$ cat config.mk
export PLATFORM = sky130hd
export DESIGN_NAME = lps_debounce
export DESIGN_NICKNAME = d
export VERILOG_FILES = /design/src/sv/lps_pkg.sv /design/src/sv/lps_debounce.sv
export SDC_FILE = /design/constraint.sdc
export NUM_CORES = 1
export LEC_CHECK = 0
export BUFFER_PORTS_ARGS = -buffer_cell sky130_fd_sc_hd__buf_2
export CAP_MARGIN = 10
export CORE_UTILIZATION = 53
export CTS_BUF_LIST = sky130_fd_sc_hd__clkbuf_4 sky130_fd_sc_hd__clkbuf_8
export CTS_CLUSTER_SIZE = 10
export DETAILED_ROUTE_END_ITERATION = 10
export PLACE_DENSITY = 0.87
export SLEW_MARGIN = 20
export SYNTH_ARGS = -nofsm -noshare
export SYNTH_HDL_FRONTEND = slang
export SYNTH_SLANG_ARGS = --single-unit
$ cat constraint.sdc
create_clock -name i_clk -period 2.3 [get_ports i_clk]
set_input_delay 0.23 -clock i_clk [delete_from_list [all_inputs] [get_ports i_clk]]
set_output_delay 0.23 -clock i_clk [all_outputs]
set_load 0.01 [all_outputs]
$ cat src/sv/lps_pkg.sv
// lps_pkg: shared types, codes and constants of the led pattern sequencer
// no dependencies; used by lps_out_if, the debouncer, the core and the testbench
package lps_pkg;

    localparam int unsigned FastWidth = 16;
    localparam int unsigned DebWidth  = 8;
    localparam int unsigned CfgWidth  = 16;
    localparam int unsigned CfgIdxWidth = 2;

    typedef logic [7:0] t_led;
    typedef logic [1:0] t_mode;
    typedef logic [2:0] t_sweep_idx;
    typedef logic [FastWidth-1:0] t_ticks;
    typedef logic [DebWidth-1:0] t_deb;

    // register indexes of the configuration port
    localparam logic [CfgIdxWidth-1:0] CFG_FAST_STEP = 2'd0;
    localparam logic [CfgIdxWidth-1:0] CFG_SLOW_STEP = 2'd1;
    localparam logic [CfgIdxWidth-1:0] CFG_DEBOUNCE  = 2'd2;

    localparam t_ticks FAST_STEP_RESET = 16'd100;
    localparam t_ticks SLOW_STEP_RESET = 16'd200;
    localparam t_deb   DEBOUNCE_RESET  = 8'd5;

    // pattern modes
    localparam t_mode MODE_WALK   = 2'd0;
    localparam t_mode MODE_ALT    = 2'd1;
    localparam t_mode MODE_BOUNCE = 2'd2;

    localparam t_led LED_OFF    = 8'hFF;
    localparam t_led WALK_RESET = 8'h01;
    localparam t_led ALT_A      = 8'h55;
    localparam t_led ALT_B      = 8'hAA;

    localparam t_sweep_idx SWEEP_LAST = 3'd6;

    // bounce sweep, out-of-range index reads the first entry
    function automatic t_led sweep_entry(input t_sweep_idx idx);
        t_led v;
        case (idx)
            3'd0: v = 8'h7E;
            3'd1: v = 8'hBD;
            3'd2: v = 8'hDB;
            3'd3: v = 8'hE7;
            3'd4: v = 8'hDB;
            3'd5: v = 8'hBD;
            3'd6: v = 8'h7E;
            default: v = 8'h7E;
        endcase
        return v;
    endfunction

endpackage

$ cat src/sv/lps_debounce.sv
// lps_debounce: press/confirm/release debouncer for one active-low button
// depends on lps_pkg; instantiated twice by led_pattern_sequencer_core
module lps_debounce
    import lps_pkg::*;
(
    input  logic i_clk,
    input  logic i_rst_n,
    input  logic i_en,
    input  logic i_level,
    input  t_deb i_need,
    input  logic i_consume,
    output logic o_pending
);

    localparam logic [1:0] PH_IDLE = 2'd0;
    localparam logic [1:0] PH_WAIT = 2'd1;
    localparam logic [1:0] PH_HELD = 2'd2;

    logic [1:0] r_phase, n_phase;
    t_deb       r_cnt, n_cnt;
    logic       r_pending, n_pending;
    t_deb       need;

    assign need = (i_need == '0) ? t_deb'(1) : i_need;

    always_comb begin
        n_phase   = r_phase;
        n_cnt     = r_cnt;
        n_pending = r_pending;
        case (r_phase)
            PH_IDLE: begin
                if (!i_level) begin
                    n_phase = PH_WAIT;
                    n_cnt   = '0;
                end
            end
            PH_WAIT: begin
                if (r_cnt != '1) n_cnt = r_cnt + t_deb'(1);
                if (n_cnt >= need) n_phase = i_level ? PH_IDLE : PH_HELD;
            end
            PH_HELD: begin
                if (i_level) begin
                    n_pending = 1'b1;
                    n_phase   = PH_IDLE;
                end
            end
            default: n_phase = PH_IDLE;
        endcase
    end

    // pending as seen by the step logic in this tick
    assign o_pending = i_en ? n_pending : r_pending;

    always_ff @(posedge i_clk) begin
        if (!i_rst_n) begin
            r_phase   <= PH_IDLE;
            r_cnt     <= '0;
            r_pending <= 1'b0;
        end else if (i_en) begin
            r_phase   <= n_phase;
            r_cnt     <= n_cnt;
            r_pending <= n_pending & ~i_consume;
        end
    end

endmodule

; ---- Word-level counts from Yosys, hierarchy flattened
; Cells that the tools add are included.
[word_totals]
regBits = 11
inputBits = 13
wordCells = 31
[op_classes]
addsub = 1
magnitude_cmp = 1
n_eq_ne = 6
mux = 13
bitwise_logic = 2
n_reduce_logical = 5
[op_table]
columns = cell, n
row1 = 2-to-1 mux 8 bit, 4
row2 = one-hot mux 8 bit (2 select lines), 1
row3 = "adder 8 x 1 -> 8 bit, second input constant", 1
row4 = greater-or-equal comparator 8 bit, 1
row5 = logical NOT 8 bit, 1
row6 = 2-to-1 mux 2 bit, 4
row7 = "inequality test 8 bit, second input constant", 1
row8 = "inequality test 2 bit, second input constant", 3
row9 = one-hot mux 2 bit (3 select lines), 1
row10 = AND reduction 4 bit, 1
row11 = 2-to-1 mux 1 bit, 3
row12 = AND reduction 3 bit, 1
row13 = "== test 2 x 1 -> 1 bit, second input constant", 1
row14 = "== test 2 bit, second input constant", 1
row15 = logical NOT 2 bit, 1
row16 = nonzero test 2 bit, 1
row17 = bitwise AND 1 bit, 1
row18 = inverter 1 bit, 1

; ---- Longest topological paths before layout
[logic_depth]
word_depth = 6
depth_mapped = 10
depth_no_buf = 9

; ---- Worst setup path after synthesis
; OpenSTA, ideal clock, no wires.
[synth_timing]
path_kind = flip-flop to flip-flop
from = reg r_cnt[0]
to = reg r_phase[1]
setup_ns = 0.123
arrival_ns = 2.304
required_time_ns = 2.177
setup_slack_ns = -0.127
path_stages_with_launch = 9
n_path_buf = 0
period_less_slack_ns = 2.427
cell_sequence = dfxtp_1 > ha_1 > and2_1 > nand4_2 > mux2_1 > ha_1 > a2111oi_1 > o22ai_1 > o2bb2ai_1
[synth_via]
elab_chain_len = 6
word_cells_on_any_way = 7
cone_classes = add/sub (1) / order compare (1) / eq/ne (2) / mux (2) / reduce/logical (1)
[synth_rtl]
columns = element, line
row1 = start: declaration, lps_debounce.sv:20  ; t_deb r_cnt, n_cnt;
row2 = start signal: assignment, lps_debounce.sv:61  ; r_cnt <= n_cnt;
row3 = adder 8 x 1 -> 8 bit / inequality test 8 bit (equally long branches), lps_debounce.sv:38  ; if (r_cnt != '1) n_cnt = r_cnt + t_deb'(1);
row4 = 2-to-1 mux 8 bit *, lps_debounce.sv:38
row5 = 2-to-1 mux 8 bit *, lps_debounce.sv:30  ; case (r_phase)
row6 = greater-or-equal comparator 8 bit *, lps_debounce.sv:39  ; if (n_cnt >= need) n_phase = i_level ? PH_IDLE : PH_HELD;
row7 = inequality test 2 bit (no line) *, --
row8 = AND reduction 4 bit (no line) *, --
row9 = end signal: assignment, lps_debounce.sv:60  ; r_phase <= n_phase;
row10 = end: declaration, lps_debounce.sv:19  ; logic [1:0] r_phase, n_phase;
; Every way passes the cells marked *; elsewhere a longest branch is shown, timed or not. The select of a mux whose other input is x is not followed.
; A chain may end at the register's enable or synchronous reset.

; ---- Final worst setup path
[layout_timing]
from = reg r_cnt[1]
to = reg r_phase[1]
; Same word-level chain as after synthesis.

==> out/results.md <==
## Drt
• final wirelength: 2560 µm
• antenna-violating nets left: 0
• number of detailed-routing iterations run before antenna repair: 4
• 1st-iter DRT viols: 35
• detailed-route vias per instance: 6.07
• DRC violation count after routing: 0
• number of vias after detailed routing: 1019
• average detailed-routed wire length per instance: 15.2 µm

## STA
• final setup fails: 0
• final count of pins violating max slew: 0
• worst slew pin tran: 0.576 ns
• Hold Vio Cnt, Final: 0
• Post-Route Skew: 0.00674 ns
• post-route minimum period: 2.23 ns
• crit path setup slack, layout: 0.0687 ns
• share of the cycle needed by the critical path after routing: 0.970
• fmax: 448 MHz
• Worst slew margin: 0.615

## Logic synthesis
• synthesized area divided by synthesized cell count: 8.25 µm²
• number of flops mapped to enable cells by yosys: 0
• most common library cells after synthesis: 13 x nand2_1, 12 x inv_1, 11 x dfxtp_1
• cell types occupying the most area after synthesis: dfxtp_1 23%, ha_1 12%, nand2_1 5.1%
• part of the Yosys area used for sequential elements: 0.228
• share of flip-flops with an asynchronous set or reset: 0
• cell count after synthesis: 117
• most used flip-flop cell after synthesis: dfxtp_1
• Post-Syn Nets: 139
• area of the mapped netlist: 965 µm²
• warning count from the yosys run: 0
• cell type contributing the most total cell area after synthesis: dfxtp_1
• library cells used by synthesis: 45
• flops & latches, synth: 11
• top-count cell post-synth: nand2_1
• share of the synthesized area in the top cell type: 0.228

## Die
• Initial Utilization: 0.565
• standard cell core area: 1710 µm²
• width of the chip: 44.7 µm
• vertical die dimension: 44.7 µm
• Core Rows: 15
• die footprint: 1990 µm²
• top-level port count: 14

## Placed design
• HPWL Detailed: 1810 µm
• IO buf count: 13
• final weighted congestion in routability-driven placement: 0.919
• worst slack, placed: -0.0331 ns

## Clock tree
• Inserted Clock Buffers: 3
• TritonCTS sink count: 11
• maximum buffer depth of the clock tree: 2
• clock slew seen by the registers of the worst setup and hold paths: 0.08 ns
• TritonCTS clock tree: built
• CTS Root Cell: clkbuf_4
• insertion delay to the later sink of the worst-skew pair: 0.28 ns
• Clock H-tree levels: 1

## Setup path
• worst endpoint required time: 2.47 ns
• CP max FO: 3
• Worst setup SP type: flip-flop
• Crit Path Category: reg -> reg
• Arrival @ worst endpoint: 2.40 ns
• Critical Path End Type: flip-flop
• Reg2Reg Setup Slack: 0.07 ns
• number of cells traversed by the worst register-to-register path: 10

## Layout
• final layout net count: 166
• synthesis-to-finish area growth: 29.7%
• share of cells above drive strength 1: 0.350
• filler cell count: 125
• antenna cells: 0

## Global routing
• initial antenna violation count: 0
• pin count of the biggest net entering global routing: 17
• via count of the first global-routing pass: 884
• gr usage total: 0.244
• global-route congestion overflow total: 0
• wire length of the first global-routing pass: 3570 µm

## Hold path
• type of the worst min-delay path: in -> reg
• hold path cells: 3

## Pwr
• overall power after layout: 0.435 mW
• power density cells: 348 nW/µm²
• leakage dissipation: 0.553 nW
• maximum resistive drop on vdd: 0.247 mV

## Job
• Maximum Capacitance Violations: 0

## Run status
• outcome: complete, no violations

==> where the power goes <==
| part | switching, mW | internal (mW) | total [mW] |
|---|---|---|---|
| combinational | 0.0439 | 0.0405 | 0.0844 |
| sequential | 0.00621 | 0.194 | 0.200 |
| clock | 0.0720 | 0.0791 | 0.151 |
==> registers in the layout, summed over array words and instances, names as in the netlist <==
name       cells
r_pending      1
r_cnt          8
r_phase        2
==> through the flow <==
stage          std cells  hold slack, ns  instance area [µm²]  setup TNS, ns  utilization
2_1_floorplan        117           0.379                  975              0            -
3_3_place_gp         162           0.535                 1120        -0.0126        0.656
3_5_place_dp         162           0.557                 1120        -0.0331        0.656
4_1_cts              166           0.271                 1160              0        0.680
5_1_grt              168           0.279                 1250        -0.0204        0.733
6_report             168           0.264                 1250              0        0.733
==> critical path, stage by stage (launching register included) <==
cell	delay (ns)
dfxtp_1	0.33
ha_4	0.16
and2_4	0.16
buf_6	0.12
a41oi_4	0.26
xor2_1	0.21
ha_2	0.22
inv_1	0.05
a211o_1	0.33
o32ai_2	0.20
o2bb2ai_1	0.09
==> layer usage <==
metal / part of all wire / GRT usage / routed length [µm]
met2: 0.52 / 0.418 / 1320
met1: 0.41 / 0.305 / 1040
met5: 0 / 0 / 0
met3: 0.053 / 0.0449 / 135
met4: 0.025 / 0.0788 / 65
==> what timing repair did <==
item	4_1_cts	5_1_grt
setup buffers	0	2
setup endpoints to repair	1	2
hold buffers	0	0
pin swaps	1	8
resized for setup	1	15
==> worst paths after layout <==
check,start,end
setup / recovery,r_cnt[1]$_SDFFE_PN0P_,r_phase[1]$_SDFFE_PN0P_
hold / removal,i_consume,r_pending$_SDFFE_PN0P_
hold reg to reg,r_phase[0]$_SDFFE_PN0P_,r_phase[0]$_SDFFE_PN0P_
setup reg to reg,r_cnt[1]$_SDFFE_PN0P_,r_phase[1]$_SDFFE_PN0P_
==> final cells by class <==
type | count | area (µm²) | area share
well taps | 25 | 31.3 | 0.0250
clock buffers | 4 | 30.0 | 0.0240
repair buffers | 26 | 166 | 0.133
multi-input cells | 90 | 756 | 0.604
flip-flops and latches | 11 | 223 | 0.178
inverters | 12 | 45.0 | 0.0360
==> cell usage in the layout, fill, tap and decap left out, types with 2 or more instances in the layout <==
master     n
buf_4     12
o32ai_1    2
buf_2     13
and2_1     2
o22ai_1    2
nor2_1     6
dfxtp_2    2
o21a_1     2
a31oi_1    5
nand2b_1   2
nand3_1    3
ha_4       2
o21ai_1    2
nand2_1   13
o21ai_0    3
a21oi_1    4
nor3b_1    3
clkbuf_4   4
dfxtp_1    9
inv_1     12
ha_1       6
mux2_4     2
==> cell families (layout without fill, tap and decap cells) <==
group / count (synthesis) / count (layout) / synth area share
simple gates: 45 / 45 / 0.289
compound gates: 32 / 32 / 0.239
buf+inv: 16 / 42 / 0.0817
flops: 11 / 11 / 0.228
fa+ha+maj: 9 / 9 / 0.117
xor+xnor: 2 / 2 / 0.0182
mux: 2 / 2 / 0.0272
Power figures use the tool's default switching activity.
